`config.mk`:
```
export PLATFORM = sky130hd
export DESIGN_NAME = ph_probe_median_calibrate_unit
export DESIGN_NICKNAME = d
export VERILOG_FILES = /design/src/hdl/pmc_pkg.sv /design/src/hdl/pmc_window.sv /design/src/hdl/pmc_median.sv /design/src/hdl/pmc_divider.sv /design/src/hdl/ph_probe_median_calibrate_unit.sv
export SDC_FILE = /design/constraint.sdc
export NUM_CORES = 2
export LEC_CHECK = 0
export BUFFER_PORTS_ARGS = -buffer_cell sky130_fd_sc_hd__buf_2
export CAP_MARGIN = 10
export CORE_ASPECT_RATIO = 1.5
export CORE_MARGIN = 4
export CORE_UTILIZATION = 39
export DETAILED_ROUTE_END_ITERATION = 8
export PLACE_DENSITY = 0.6
export SYNTH_ARGS = -nofsm -noshare
export SYNTH_HDL_FRONTEND = slang
export SYNTH_HIERARCHICAL = 1
export SYNTH_SLANG_ARGS = --single-unit
```
`constraint.sdc`:
```
create_clock -name clk -period 17.7 [get_ports clk]
set_input_delay 2.655 -clock clk [delete_from_list [all_inputs] [get_ports clk]]
set_output_delay 2.655 -clock clk [all_outputs]
set_load 0.02 [all_outputs]
```
`src/hdl/pmc_pkg.sv`:
```
// Shared constants, codes and widths of the pH probe median calibrate unit.
`default_nettype none
package pmc_pkg;

	localparam int WINDOW_DEPTH = 15;
	localparam int WIN_AW = (WINDOW_DEPTH > 1) ? $clog2(WINDOW_DEPTH) : 1;
	localparam int CNT_W = $clog2(WINDOW_DEPTH + 1);

	// Shared divider width, wide enough for the pH dividend.
	localparam int DIV_W = 49;
	localparam int DIV_CW = $clog2(DIV_W + 1);

	localparam int CFG_IDX_W = 2;

	typedef enum logic [2:0] {
		ACT_SAMPLE  = 3'd0,
		ACT_UNKNOWN = 3'd1,
		ACT_ENTER   = 3'd2,
		ACT_CAPTURE = 3'd3,
		ACT_EXIT    = 3'd4
	} action_t;

	typedef enum logic [3:0] {
		ST_OK         = 4'd0,
		ST_ENTERED    = 4'd1,
		ST_NEUTRAL    = 4'd2,
		ST_ACID       = 4'd3,
		ST_BUF_ERR    = 4'd4,
		ST_CMD_ERR    = 4'd5,
		ST_SUCCESS    = 4'd6,
		ST_FAILED     = 4'd7,
		ST_TEMP_RANGE = 4'd8
	} status_t;

	localparam logic [CFG_IDX_W-1:0] REG_REF_VOLTAGE = 2'd0;
	localparam logic [CFG_IDX_W-1:0] REG_FULL_SCALE  = 2'd1;

	localparam logic [15:0] NEUTRAL_DEFAULT = 16'd26080;
	localparam logic [15:0] ACID_DEFAULT    = 16'd31250;
	localparam logic [15:0] NEUTRAL_LOW     = 16'd24580;
	localparam logic [15:0] NEUTRAL_HIGH    = 16'd27580;
	localparam logic [15:0] ACID_LOW        = 16'd29750;
	localparam logic [15:0] ACID_HIGH       = 16'd32750;
	localparam logic signed [15:0] TEMP_DEFAULT = 16'sd2500;
	localparam logic signed [15:0] TEMP_MAX     = 16'sd10000;
	localparam logic [15:0] REF_V_DEFAULT   = 16'd50000;
	localparam logic [12:0] FULL_SCALE_DEFAULT = 13'd1024;

	localparam logic signed [20:0] ACID_SPAN_SCALE = 21'sd1000000;
	localparam logic signed [17:0] TEMP_SLOPE      = 18'sd56544;
	localparam logic [31:0]        PH_NUM_SCALE    = 32'd2850000000;
	localparam logic [DIV_W-1:0]   PH_Q_CAP        = DIV_W'(1000000);
	localparam logic signed [21:0] PH_NEUTRAL_MILLI = 22'sd6860;

endpackage
`default_nettype wire

```
`src/hdl/pmc_window.sv`:
```
// Sample window memory: one write port, two registered read ports, per-entry valid bits.
`default_nettype none
module pmc_window (
	input  wire logic                      clk,
	input  wire logic                      arst_n,
	input  wire logic                      wr_en,
	input  wire logic [pmc_pkg::WIN_AW-1:0] wr_addr,
	input  wire logic [11:0]               wr_data,
	input  wire logic [pmc_pkg::WIN_AW-1:0] rd_addr_a,
	input  wire logic [pmc_pkg::WIN_AW-1:0] rd_addr_b,
	output logic      [11:0]               rd_data_a,
	output logic      [11:0]               rd_data_b
);
	import pmc_pkg::*;

	logic [11:0]             mem [WINDOW_DEPTH];
	logic [WINDOW_DEPTH-1:0] vld_q;
	logic [11:0]             raw_a_q, raw_b_q;
	logic                    va_q, vb_q;

	always_ff @(posedge clk) begin
		if (wr_en) begin
			mem[wr_addr] <= wr_data;
		end
		raw_a_q <= mem[rd_addr_a];
		raw_b_q <= mem[rd_addr_b];
	end

	// An entry never written reads as zero.
	always_ff @(posedge clk or negedge arst_n) begin
		if (!arst_n) begin
			vld_q <= '0;
			va_q  <= 1'b0;
			vb_q  <= 1'b0;
		end else begin
			if (wr_en) begin
				vld_q[wr_addr] <= 1'b1;
			end
			va_q <= vld_q[rd_addr_a];
			vb_q <= vld_q[rd_addr_b];
		end
	end

	assign rd_data_a = va_q ? raw_a_q : 12'd0;
	assign rd_data_b = vb_q ? raw_b_q : 12'd0;

endmodule
`default_nettype wire

```
`src/hdl/pmc_median.sv`:
```
// Median by rank counting: each candidate entry is compared against every entry.
`default_nettype none
module pmc_median (
	input  wire logic                      clk,
	input  wire logic                      arst_n,
	input  wire logic                      wr_en,
	input  wire logic [pmc_pkg::WIN_AW-1:0] wr_addr,
	input  wire logic [11:0]               wr_data,
	input  wire logic                      start,
	output logic                           done,
	output logic      [11:0]               median
);
	import pmc_pkg::*;

	localparam logic [CNT_W-1:0]  K_LO = CNT_W'((WINDOW_DEPTH - 1) / 2);
	localparam logic [CNT_W-1:0]  K_HI = CNT_W'(WINDOW_DEPTH / 2);
	localparam logic [WIN_AW-1:0] LAST = WIN_AW'(WINDOW_DEPTH - 1);

	logic              busy_q;
	logic [WIN_AW-1:0] i_q, j_q;
	logic              v_s1, jlast_s1, ilast_s1;
	logic [CNT_W-1:0]  lt_q, le_q, lt_n, le_n;
	logic [11:0]       lo_q, hi_q, rd_a, rd_b;
	logic              done_q;

	pmc_window u_window (
		.clk      (clk),
		.arst_n   (arst_n),
		.wr_en    (wr_en),
		.wr_addr  (wr_addr),
		.wr_data  (wr_data),
		.rd_addr_a(i_q),
		.rd_addr_b(j_q),
		.rd_data_a(rd_a),
		.rd_data_b(rd_b)
	);

	always_comb begin
		lt_n = lt_q + CNT_W'(rd_b < rd_a);
		le_n = le_q + CNT_W'(rd_b <= rd_a);
	end

	always_ff @(posedge clk or negedge arst_n) begin
		if (!arst_n) begin
			busy_q   <= 1'b0;
			i_q      <= '0;
			j_q      <= '0;
			v_s1     <= 1'b0;
			jlast_s1 <= 1'b0;
			ilast_s1 <= 1'b0;
			lt_q     <= '0;
			le_q     <= '0;
			done_q   <= 1'b0;
		end else begin
			done_q   <= 1'b0;
			v_s1     <= busy_q;
			jlast_s1 <= (j_q == LAST);
			ilast_s1 <= (i_q == LAST);
			if (start) begin
				busy_q <= 1'b1;
				i_q    <= '0;
				j_q    <= '0;
				lt_q   <= '0;
				le_q   <= '0;
			end else if (busy_q) begin
				if (j_q == LAST) begin
					j_q <= '0;
					if (i_q == LAST) begin
						busy_q <= 1'b0;
						i_q    <= '0;
					end else begin
						i_q <= i_q + 1'b1;
					end
				end else begin
					j_q <= j_q + 1'b1;
				end
			end
			if (v_s1) begin
				if (jlast_s1) begin
					lt_q <= '0;
					le_q <= '0;
					if (ilast_s1) begin
						done_q <= 1'b1;
					end
				end else begin
					lt_q <= lt_n;
					le_q <= le_n;
				end
			end
		end
	end

	// The candidate whose rank range covers the middle position holds the answer.
	always_ff @(posedge clk) begin
		if (v_s1 && jlast_s1) begin
			if (lt_n <= K_LO && K_LO < le_n) begin
				lo_q <= rd_a;
			end
			if (lt_n <= K_HI && K_HI < le_n) begin
				hi_q <= rd_a;
			end
		end
	end

	logic [12:0] mid_sum;
	assign mid_sum = {1'b0, lo_q} + {1'b0, hi_q};
	assign median  = mid_sum[12:1];
	assign done    = done_q;

endmodule
`default_nettype wire

```
`src/hdl/pmc_divider.sv`:
```
// Restoring divider, one quotient bit per cycle, shared by voltage scaling and pH.
`default_nettype none
module pmc_divider (
	input  wire logic                     clk,
	input  wire logic                     arst_n,
	input  wire logic                     start,
	input  wire logic [pmc_pkg::DIV_W-1:0] dividend,
	input  wire logic [pmc_pkg::DIV_W-1:0] divisor,
	output logic                          done,
	output logic      [pmc_pkg::DIV_W-1:0] quotient
);
	import pmc_pkg::*;

	logic [DIV_W:0]    rem_q, rem_sh, rem_sub;
	logic [DIV_W-1:0]  quo_q, dvs_q;
	logic [DIV_CW-1:0] cnt_q;
	logic              busy_q, done_q, fits;

	always_comb begin
		rem_sh  = {rem_q[DIV_W-1:0], quo_q[DIV_W-1]};
		rem_sub = rem_sh - {1'b0, dvs_q};
		fits    = (rem_sh >= {1'b0, dvs_q});
	end

	always_ff @(posedge clk or negedge arst_n) begin
		if (!arst_n) begin
			busy_q <= 1'b0;
			done_q <= 1'b0;
			cnt_q  <= '0;
		end else begin
			done_q <= 1'b0;
			if (start) begin
				busy_q <= 1'b1;
				cnt_q  <= '0;
			end else if (busy_q) begin
				if (cnt_q == DIV_CW'(DIV_W - 1)) begin
					busy_q <= 1'b0;
					done_q <= 1'b1;
				end
				cnt_q <= cnt_q + 1'b1;
			end
		end
	end

	always_ff @(posedge clk) begin
		if (start) begin
			rem_q <= '0;
			quo_q <= dividend;
			dvs_q <= divisor;
		end else if (busy_q) begin
			rem_q <= fits ? rem_sub : rem_sh;
			quo_q <= {quo_q[DIV_W-2:0], fits};
		end
	end

	assign done     = done_q;
	assign quotient = quo_q;

endmodule
`default_nettype wire

```
`src/hdl/ph_probe_median_calibrate_unit.sv`:
```
// Top level of the pH probe median calibrate unit.
// Usage:
// An input transaction on s_* carries an action in s_tuser and the sample and
// probe fields in s_tdata. A sample action writes the ADC count into a ring
// window and converts the window median into pH. Calibration actions latch
// the probe voltage and temperature and step the enter, capture and exit
// session. Each input transaction yields exactly one output transaction on
// m_*, with the status code in m_tuser.
// The median is found by rank counting over the window memory, WINDOW_DEPTH
// squared reads. Scaling to voltage takes one multiply and a pass through
// the shared divider; a sample in temperature range adds product, sum and
// absolute-value steps and a second divider pass.
// One item is worked at a time: s_tready is high only when the unit is idle.
// The finished result sits in an output register, so the next item is taken
// while it waits; a stalled receiver blocks only the following completion.
// Reset clears the window to zeros, restores the default calibration
// voltages, the reference temperature and both configuration registers, and
// closes any calibration session. The cfg_* channel is always ready.
`default_nettype none
module ph_probe_median_calibrate_unit (
	input  wire logic                        clk,
	input  wire logic                        arst_n,
	input  wire logic                        s_tvalid,
	output logic                             s_tready,
	// tdata: adc_sample[11:0], solution_temperature[27:12],
	// probe_voltage[43:28], probe_temperature[59:44], zeros above.
	input  wire logic [63:0]                 s_tdata,
	// tuser: action[2:0].
	input  wire logic [2:0]                  s_tuser,
	output logic                             m_tvalid,
	input  wire logic                        m_tready,
	// tdata: ph_milli[15:0], median_count[27:16], filtered_voltage[43:28],
	// persist_neutral[44], persist_acid[45], persist_temperature[46], zero[47].
	output logic      [47:0]                 m_tdata,
	// tuser: status[3:0].
	output logic      [3:0]                  m_tuser,
	input  wire logic                        cfg_valid,
	output logic                             cfg_ready,
	input  wire logic [pmc_pkg::CFG_IDX_W-1:0] cfg_index,
	input  wire logic [15:0]                 cfg_data
);
	import pmc_pkg::*;

	typedef enum logic [3:0] {
		S_IDLE, S_MED, S_SMUL, S_SDIV_GO, S_SDIV, S_PMUL, S_PSUM, S_PABS,
		S_PDIV_GO, S_PDIV, S_PFIN, S_OUT
	} state_t;

	state_t state_q;

	logic [15:0]       ref_v_q;
	logic [12:0]       fs_q, fs_eff;
	logic [WIN_AW-1:0] wpos_q;
	logic [15:0]       neutral_q, acid_q;
	logic signed [15:0] ref_temp_q, sol_temp_q;
	logic              session_q, capdone_q;
	logic              is_sample_q;
	status_t           status_q;
	logic              pn_q, pa_q, pt_q;
	logic [11:0]       med_q;
	logic [15:0]       volt_q;
	logic [DIV_W-1:0]  prod_q;
	logic signed [38:0] pa_prod_q;
	logic signed [35:0] pt_prod_q;
	logic [47:0]       an_q;
	logic              nneg_q, nzero_q;
	logic signed [39:0] d_q;
	logic [DIV_W-1:0]  ad_q;
	logic              dneg_q, dzero_q;
	logic signed [15:0] ph_q;

	logic              m_tvalid_q;
	logic [47:0]       m_tdata_q;
	logic [3:0]        m_tuser_q;

	logic              accept;
	action_t           act;
	logic [11:0]       in_adc;
	logic signed [15:0] in_stemp, in_ptemp;
	logic [15:0]       in_pv;
	logic              in_neutral, in_acid;

	logic              med_done;
	logic [11:0]       med_val;
	logic              div_go, div_done;
	logic [DIV_W-1:0]  div_num, div_den, div_quo;

	function automatic logic dzero_calc(input logic signed [39:0] d);
		return d == 40'sd0;
	endfunction

	assign accept    = s_tvalid && s_tready;
	assign s_tready  = (state_q == S_IDLE);
	assign cfg_ready = 1'b1;
	assign act       = action_t'(s_tuser);
	assign in_adc    = s_tdata[11:0];
	assign in_stemp  = s_tdata[27:12];
	assign in_pv     = s_tdata[43:28];
	assign in_ptemp  = s_tdata[59:44];

	assign in_neutral = (in_pv > NEUTRAL_LOW) && (in_pv < NEUTRAL_HIGH);
	assign in_acid    = (in_pv > ACID_LOW) && (in_pv < ACID_HIGH);
	assign fs_eff     = (fs_q == 13'd0) ? 13'd1 : fs_q;

	pmc_median u_median (
		.clk    (clk),
		.arst_n (arst_n),
		.wr_en  (accept && act == ACT_SAMPLE),
		.wr_addr(wpos_q),
		.wr_data(in_adc),
		.start  (accept),
		.done   (med_done),
		.median (med_val)
	);

	// The divider serves the voltage scaling first, then the pH quotient.
	always_comb begin
		div_go  = (state_q == S_SDIV_GO) || (state_q == S_PDIV_GO);
		div_num = prod_q;
		div_den = DIV_W'(fs_eff);
		if (state_q == S_PDIV_GO) begin
			div_num = DIV_W'(an_q) + (ad_q >> 1);
			div_den = ad_q;
		end
	end

	pmc_divider u_divider (
		.clk     (clk),
		.arst_n  (arst_n),
		.start   (div_go),
		.dividend(div_num),
		.divisor (div_den),
		.done    (div_done),
		.quotient(div_quo)
	);

	// pH result from the capped quotient, saturated to the signed 16-bit range.
	logic [DIV_W-1:0]   aq;
	logic signed [21:0] ph_sum;
	logic signed [15:0] ph_fin;
	always_comb begin
		aq     = (div_quo > PH_Q_CAP) ? PH_Q_CAP : div_quo;
		ph_sum = (nneg_q ^ dneg_q) ? PH_NEUTRAL_MILLI - $signed({1'b0, aq[20:0]})
		                           : PH_NEUTRAL_MILLI + $signed({1'b0, aq[20:0]});
		if (ph_sum > 22'sd32767) begin
			ph_fin = 16'sd32767;
		end else if (ph_sum < -22'sd32768) begin
			ph_fin = -16'sd32768;
		end else begin
			ph_fin = ph_sum[15:0];
		end
	end

	always_ff @(posedge clk or negedge arst_n) begin
		if (!arst_n) begin
			state_q     <= S_IDLE;
			ref_v_q     <= REF_V_DEFAULT;
			fs_q        <= FULL_SCALE_DEFAULT;
			wpos_q      <= '0;
			neutral_q   <= NEUTRAL_DEFAULT;
			acid_q      <= ACID_DEFAULT;
			ref_temp_q  <= TEMP_DEFAULT;
			session_q   <= 1'b0;
			capdone_q   <= 1'b0;
			m_tvalid_q  <= 1'b0;
		end else begin
			// A new result is loaded when the output register is empty or drains now.
			if (state_q == S_OUT && (!m_tvalid_q || m_tready)) begin
				m_tvalid_q <= 1'b1;
			end else if (m_tready) begin
				m_tvalid_q <= 1'b0;
			end
			if (cfg_valid) begin
				unique case (cfg_index)
					REG_REF_VOLTAGE: ref_v_q <= cfg_data;
					REG_FULL_SCALE:  fs_q    <= cfg_data[12:0];
					default: ;
				endcase
			end
			unique case (state_q)
				S_IDLE: begin
					if (accept) begin
						state_q <= S_MED;
						if (act == ACT_SAMPLE) begin
							wpos_q <= (wpos_q == WIN_AW'(WINDOW_DEPTH - 1)) ?
							          '0 : wpos_q + 1'b1;
						end else begin
							ref_temp_q <= in_ptemp;
							unique case (act)
								ACT_ENTER: begin
									session_q <= 1'b1;
									capdone_q <= 1'b0;
								end
								ACT_CAPTURE: begin
									if (session_q) begin
										if (in_neutral) begin
											neutral_q <= in_pv;
											capdone_q <= 1'b1;
										end else if (in_acid) begin
											acid_q    <= in_pv;
											capdone_q <= 1'b1;
										end else begin
											capdone_q <= 1'b0;
										end
									end
								end
								ACT_EXIT: begin
									session_q <= 1'b0;
									capdone_q <= 1'b0;
								end
								default: ;
							endcase
						end
					end
				end
				S_MED:     if (med_done) state_q <= S_SMUL;
				S_SMUL:    state_q <= S_SDIV_GO;
				S_SDIV_GO: state_q <= S_SDIV;
				S_SDIV: begin
					if (div_done) begin
						if (is_sample_q && status_q == ST_OK) begin
							state_q <= S_PMUL;
						end else begin
							state_q <= S_OUT;
						end
					end
				end
				S_PMUL:    state_q <= S_PSUM;
				S_PSUM:    state_q <= S_PABS;
				S_PABS:    state_q <= dzero_calc(d_q) ? S_PFIN : S_PDIV_GO;
				S_PDIV_GO: state_q <= S_PDIV;
				S_PDIV:    if (div_done) state_q <= S_PFIN;
				S_PFIN:    state_q <= S_OUT;
				S_OUT: begin
					if (!m_tvalid_q || m_tready) begin
						state_q <= S_IDLE;
					end
				end
				default:   state_q <= S_IDLE;
			endcase
		end
	end

	// Datapath registers; the control flow above decides when each is used.
	always_ff @(posedge clk) begin
		unique case (state_q)
			S_IDLE: begin
				if (accept) begin
					is_sample_q <= (act == ACT_SAMPLE);
					sol_temp_q  <= in_stemp;
					pn_q        <= 1'b0;
					pa_q        <= 1'b0;
					pt_q        <= 1'b0;
					ph_q        <= 16'sd0;
					status_q    <= ST_OK;
					unique case (act)
						ACT_SAMPLE: begin
							if (in_stemp < 16'sd0 || in_stemp > TEMP_MAX) begin
								status_q <= ST_TEMP_RANGE;
							end
						end
						ACT_ENTER: status_q <= ST_ENTERED;
						ACT_CAPTURE: begin
							if (session_q) begin
								status_q <= in_neutral ? ST_NEUTRAL :
								            in_acid    ? ST_ACID    : ST_BUF_ERR;
							end
						end
						ACT_EXIT: begin
							if (session_q) begin
								if (capdone_q) begin
									status_q <= ST_SUCCESS;
									pn_q     <= in_neutral;
									pa_q     <= !in_neutral && in_acid;
									pt_q     <= (in_ptemp > 16'sd0) && (in_ptemp < TEMP_MAX);
								end else begin
									status_q <= ST_FAILED;
								end
							end
						end
						default: begin
							if (session_q) status_q <= ST_CMD_ERR;
						end
					endcase
				end
			end
			S_MED: begin
				if (med_done) med_q <= med_val;
			end
			S_SMUL: begin
				prod_q <= DIV_W'(med_q * ref_v_q) + DIV_W'(fs_eff >> 1);
			end
			S_SDIV: begin
				if (div_done) begin
					volt_q <= (div_quo > DIV_W'(16'hFFFF)) ? 16'hFFFF : div_quo[15:0];
				end
			end
			S_PMUL: begin
				pa_prod_q <= ($signed({1'b0, acid_q}) - $signed({1'b0, neutral_q}))
				             * ACID_SPAN_SCALE;
				pt_prod_q <= (36'(sol_temp_q) - 36'(ref_temp_q)) * 36'(TEMP_SLOPE);
				an_q      <= ((neutral_q >= volt_q) ? neutral_q - volt_q : volt_q - neutral_q)
				             * PH_NUM_SCALE;
				nneg_q    <= neutral_q < volt_q;
				nzero_q   <= neutral_q == volt_q;
			end
			S_PSUM: begin
				d_q <= 40'(pa_prod_q) + 40'(pt_prod_q);
			end
			S_PABS: begin
				dneg_q  <= d_q[39];
				dzero_q <= dzero_calc(d_q);
				ad_q    <= d_q[39] ? DIV_W'(-d_q) : DIV_W'(d_q);
			end
			S_PFIN: begin
				if (dzero_q) begin
					ph_q <= nzero_q ? 16'sd6860 : (nneg_q ? -16'sd32768 : 16'sd32767);
				end else begin
					ph_q <= ph_fin;
				end
			end
			S_OUT: begin
				if (!m_tvalid_q || m_tready) begin
					m_tdata_q <= {1'b0, pt_q, pa_q, pn_q, volt_q, med_q, ph_q};
					m_tuser_q <= status_q;
				end
			end
			default: ;
		endcase
	end

	assign m_tvalid = m_tvalid_q;
	assign m_tdata  = m_tdata_q;
	assign m_tuser  = m_tuser_q;

endmodule
`default_nettype wire
```
After elaboration in Yosys (flattened, before gate mapping)
Memories as Yosys holds them, arrays and structs flattened. A register that Yosys moved wholly into a read port is not among the register bits.
Cells that the tools add are included.

word-level totals
  register bits = 656
  RAM bits = 180
  output and inout bits = 55
  logic and storage cells = 254
  memories = 1

memory list
  memory                 depth  bits a word  rd ports  clocked after Yosys merged registers in  write ports  RTL line          source
  u_median.u_window.mem  15     12           2         2                                        1            pmc_window.sv:16  logic [11:0] mem [WINDOW_DEPTH];

cells by class
  add/sub/neg operators = 18
  $mul = 4
  $lt $le $gt $ge = 23
  equality and inequality tests = 26
  multiplexer cells = 78
  bitwise gates (word level) = 4
  reduce and logical (&&, ||, !) cells = 48

operator list
  cell                                                                            number
  49-bit 2-to-1 mux                                                               4
  16-bit 2-to-1 mux                                                               6
  4-bit 2-to-1 mux                                                                20
  16-bit by 16-bit subtractor with 17-bit output                                  4
  50-bit by 49-bit greater-or-equal comparator with 1-bit output                  1
  48-bit by 48-bit adder with 49-bit output                                       1
  49-bit by 16-bit > comparator with 1-bit output, second input constant          1
  49-bit by 20-bit > comparator with 1-bit output, second input constant          1
  40-bit negator with 49-bit output                                               1
  49-bit subtractor                                                               1
  16-bit by 15-bit > comparator with 1-bit output, second input constant          3
  16-bit by 15-bit less-than comparator with 1-bit output, second input constant  3
  48-bit by 25-bit multiplier with 41-bit output, second input constant           1
  48-bit 2-to-1 mux                                                               1
  4-bit one-hot mux with 12 select lines                                          1
  40-bit zero test                                                                1
  38-bit by 34-bit adder with 39-bit output                                       1
  39-bit 2-to-1 mux                                                               1
  17-bit by 15-bit multiplier with 32-bit output, second input constant           1
  16-bit one-hot mux with 2 select lines                                          1
  28-bit by 12-bit adder with 29-bit output                                       1
  17-bit by 12-bit multiplier with 29-bit output, second input constant           1
  4-bit == test, second input constant                                            7
  12-bit by 16-bit multiplier with 28-bit output                                  1
  58 further kinds                                                                137

Logic depth before layout (Yosys ltp)
  word-level depth = 9
  depth in mapped cells = 41
  mapped depth without buffers = 40

Hierarchy
The synthesis kept the hierarchy.

modules (own cells, without submodules)
  module                          times used  cells an instance  area each (sq um)  sequential area each (sq um)
  ph_probe_median_calibrate_unit  1           4646               46836.2            12204.2
  pmc_window                      1           544                9736.8             6311.1
  pmc_divider                     1           916                9233.9             4124.0
  pmc_median                      1           148                1655.3             885.8

Least setup slack after synthesis
OpenSTA, ideal clock, no wires.

  kind = flip-flop to flip-flop
  start point = register neutral_q[5]
  end point = register an_q[47], data pin
  setup time = 268 ps
  data arrival time = 14058 ps
  path slack = 3375 ps
  stages on the path, launching flop included = 35
  clock period less this slack = 14325 ps
  path through = dfstp_2 inv_1 ha_1 buf_2 o21ai_1 a2111oi_2 o21ai_1 a21o_1 a211o_1 a21oi_1 nor4_2 a2111oi_0 ha_1 xnor2_1 fa_1 inv_1 fa_1 fa_1 fa_1 fa_1 inv_1 fa_1 inv_1 ha_1 a21o_1 a21o_1 a21oi_1 nor2b_1 a211o_1 a21oi_1 o21ai_0 a2111oi_0 nor3_1 a31oi_1 xnor3_1

between the ends
  cells in the longest elaborated chain, start to end = 3
  elaborated cells between the ends (all ways) = 5

RTL lines
  element                                                                                                      RTL line                               source
  start, declared                                                                                              ph_probe_median_calibrate_unit.sv:54   logic [15:0] neutral_q, acid_q;
  start signal, assigned                                                                                       ph_probe_median_calibrate_unit.sv:197  neutral_q <= in_pv;
  16-bit by 16-bit subtractor with 17-bit output / 16-bit greater-or-equal comparator (equally long branches)  ph_probe_median_calibrate_unit.sv:302  an_q <= ((neutral_q >= volt_q) ? neutral_q - volt_q : volt_q - neutral_q)
  48-bit 2-to-1 mux (*)                                                                                        ph_probe_median_calibrate_unit.sv:302
  48-bit by 25-bit multiplier with 41-bit output (*)                                                           ph_probe_median_calibrate_unit.sv:303  * PH_NUM_SCALE;
  end signal, assigned                                                                                         ph_probe_median_calibrate_unit.sv:302
  end, declared                                                                                                ph_probe_median_calibrate_unit.sv:65   logic [47:0] an_q;

Every way passes the cells marked *; elsewhere a longest branch is shown, timed or not.
A chain may end at the register's enable or synchronous reset.

Worst setup path after layout
  start point = register neutral_q[10]
  end point = register an_q[47], data pin

Same word-level chain as after synthesis.

==> results.sh <==
export IMPL_status="completed"
export IMPL_syn_to_final_growth_pct=8.92
export IMPL_hold_buffers=0
export IMPL_finalSetupViolCount=0
export IMPL_min_path_cells=0
export IMPL_num_rows=186
export IMPL_clock_latency_ns=0.72
export IMPL_place_area_mm2=0.0706
export IMPL_antenna_found_initial=17
export IMPL_grt_ovfl_total=0
export IMPL_grt_usage_pct=19.1
export IMPL_critPathKind="reg -> reg"
export IMPL_worst_slew_pin_slew_ns=1.21
export IMPL_gp_congestion=0.926
export IMPL_finClkSkew_ns=0.0709
export IMPL_htree_levels=3
export IMPL_p_comb_share_pct=58.4
export IMPL_ys_warn_count=6
export IMPL_slew_headroom_pct=18.8
export IMPL_p_int_mw=6.00
export IMPL_fmax_mhz=84.9
export IMPL_hp_class="reg -> reg"
export IMPL_min_period_ns=11.78
export IMPL_worstPathRequired_ns=18.11
export IMPL_dieHeight_um=517
export IMPL_cp_arrival_ns=12.19
export IMPL_synth_ff_type="edfxtp_1"
export IMPL_synth_cells=6254
export IMPL_wl_per_cell_um=19.8
export IMPL_grt_pass1_vias=48383
export IMPL_routed_wl_um=171000
export IMPL_drt_initial_drc_count=2482
export IMPL_crit_start="neutral_q[10]"
export IMPL_cts_buffers=81
export IMPL_power_mw=10.4
export IMPL_grt_pass1_wl_um=269000
export IMPL_r2r_cells=35
export IMPL_end_kind="register"
export IMPL_synth_edf_count=622
export IMPL_final_area_mm2=0.0735
export IMPL_p_switching_mw=4.35
export IMPL_cts_path_max_buffers=3
export IMPL_final_nets=7623
export IMPL_crit_path_frequent_cell="fa_1"
export IMPL_vias=45959
export IMPL_dp_hpwl_um=134000
export IMPL_p_per_area_mw_per_mm2=141
export IMPL_dieArea_mm2=0.180
export IMPL_min_to="med_q[0]"
export IMPL_maxSlewViolCount=0
export IMPL_p_sw_share_pct=42.0
export IMPL_die_x_um=348
export IMPL_pwr_share_seq_pct=24.1
export IMPL_syn_area_mm2=0.0675
export IMPL_remaining_drc_errors=0
export IMPL_syn_area_per_cell_um2=10.8
export IMPL_pwr_share_clk_pct=17.5
export IMPL_finalSetupTns_ns=0
export IMPL_hold_viol=0
export IMPL_final_cell_mix="inv_1 (905), ha_1 (685), edfxtp_1 (622)"
export IMPL_postCtsResizedCells=0
export IMPL_regToRegSetupSlack_ns=5.92
export IMPL_slowest_stage="fa_1"
export IMPL_synth_cell_type_count=106
export IMPL_start_util_pct=39.3
export IMPL_crit_path_max_fanout=12
export IMPL_worstSetupStartpointType="register"
export IMPL_rr_startpoint="neutral_q[10]"
export IMPL_ys_seq_elements=829
export IMPL_timing_hold_ws_ns=0.420
export IMPL_cts_root_buf="clkbuf_16"
export IMPL_grt_max_degree=81
export IMPL_ys_seq_area_share_pct=34.9
export IMPL_tritoncts="done"
export IMPL_hp_start="u_median/hi_q[0]"
export IMPL_critPathMaxStageDelay_ns=0.62
export IMPL_first_pass_iters=8
export IMPL_final_common_cell="inv_1"
export IMPL_clk_pin_slew_worst_paths_ns=0.07
export IMPL_drv_cap=0
export IMPL_antenna_left=0
export IMPL_cts_setup_buffers=0
export IMPL_io_pin_count=145
export IMPL_cts_sinks=829
export IMPL_vdd_drop_max_uv=474
export IMPL_portBuffers=138
export IMPL_leakagePower_nw=32.7
export IMPL_period_share_pct=66.5
export IMPL_layout_drive_gt1_share_pct=10.7
export IMPL_worstReg2RegEnd="an_q[47]"
export IMPL_rsz0062_at_grt="false"
export IMPL_synth_async_reset_ratio_pct=16.2
export IMPL_core_area_mm2=0.172
export IMPL_vias_per_cell=5.31
[critical path: cells and delay by family, from the launching register on]
kind,cells,cell delay (ns)
adders and majority gates,9,4.35
AOI/OAI and AO/OA,14,3.27
and+or+nand+nor,5,1.25
xor gates and xnor gates,2,0.94
buffers and inverters,4,0.61
DFF,1,0.54
muxes,1,0.50
[cell usage after synthesis, drive strengths merged, types with 43 or more instances]
cell type,instances,area (um2)
buf,47,297
xor2,111,980
xnor2,214,1870
a21o,99,743
inv,909,3410
fa,520,10400
nand3,82,410
mux2,116,1310
o21ai,264,1320
a21oi,297,1490
and2,107,669
dfxtp,73,1460
and3,73,467
dfrtp,108,2700
nor2b,58,363
o21bai,43,323
mux4,82,1890
nand2b,52,325
clkbuf,164,619
a31oi,46,288
nor3,78,395
ha,685,8570
edfxtp,622,18700
mux2i,47,470
nand2,527,2000
nor2,306,1150
[kinds of logic (layout without fill, tap and decap cells)]
family                     after synthesis  in the layout  share of synthesized area [%]
DFF                                    829            829                           34.9
muxes                                  245            245                           5.44
AOI/OAI and AO/OA                     1066           1066                           10.5
xor gates and xnor gates               326            326                           4.26
other                                    2             20                         0.0111
adders and majority gates             1205           1205                           28.1
and+or+nand+nor                       1460           1460                           10.3
buffers and inverters                 1121           1251                           6.42
[layout make-up]
| type | instances | area, um2 |
|---|---|---|
| fill | 16198 | 98000 |
| multi-input combinational | 4316 | 39800 |
| sequential | 829 | 23500 |
| inverter | 910 | 3420 |
| tap | 2256 | 2820 |
| clock buffer | 105 | 2180 |
| timing repair buffer | 190 | 1100 |
| clock inverter | 46 | 618 |
| antenna | 6 | 15.0 |
[sequential cells by signal, indices dropped and copies added, names as in the netlist, 29 cells and up]
signal,count
d_q,34
u_divider/quotient,49
an_q,41
ad_q,44
u_divider/rem_q,49
m_tdata,47
u_divider/dvs_q,49
u_median/u_window/mem,180
pt_prod_q,29
pa_prod_q,32
prod_q,29
[per-stage QoR]
step / utilization, % / std cells / setup slack, ns
finish: 42.8 / 8658 / 5.92
global route: 42.8 / 8654 / 5.17
CTS: 42.8 / 8650 / 5.86
detailed placement: 41.2 / 8499 / 5.97
global placement: 41.2 / 8499 / 6.07
floorplan: - / 6266 / 3.37
[per-layer routing]
| layer | routed length [um] | share of wire [%] | global-route usage [%] |
|---|---|---|---|
| met1 | 66700 | 39 | 22.0 |
| met2 | 88900 | 52 | 35.3 |
| met3 | 6890 | 4.0 | 2.33 |
| met4 | 8610 | 5.0 | 8.83 |
| met5 | 57 | 0.033 | 0 |
[worst max-delay path by stage]
stage	endpoint	slack, ns	cells after the start
floorplan	an_q[47]	3.37	34
global placement	an_q[47]	6.07	35
detailed placement	an_q[47]	5.97	34
CTS	an_q[47]	5.86	35
global route	an_q[47]	5.17	35
finish	an_q[47]	5.92	35
[power groups by stage]
stage | Sequential, mW | Combinational [mW] | Clock, mW
floorplan | 2.50 | 4.43 | 0
global placement | 2.54 | 6.05 | 0
detailed placement | 2.54 | 6.08 | 0
CTS | 2.50 | 6.14 | 1.86
global route | 2.50 | 6.75 | 1.94
finish | 2.50 | 6.04 | 1.81
Power figures use the tool's default switching activity.
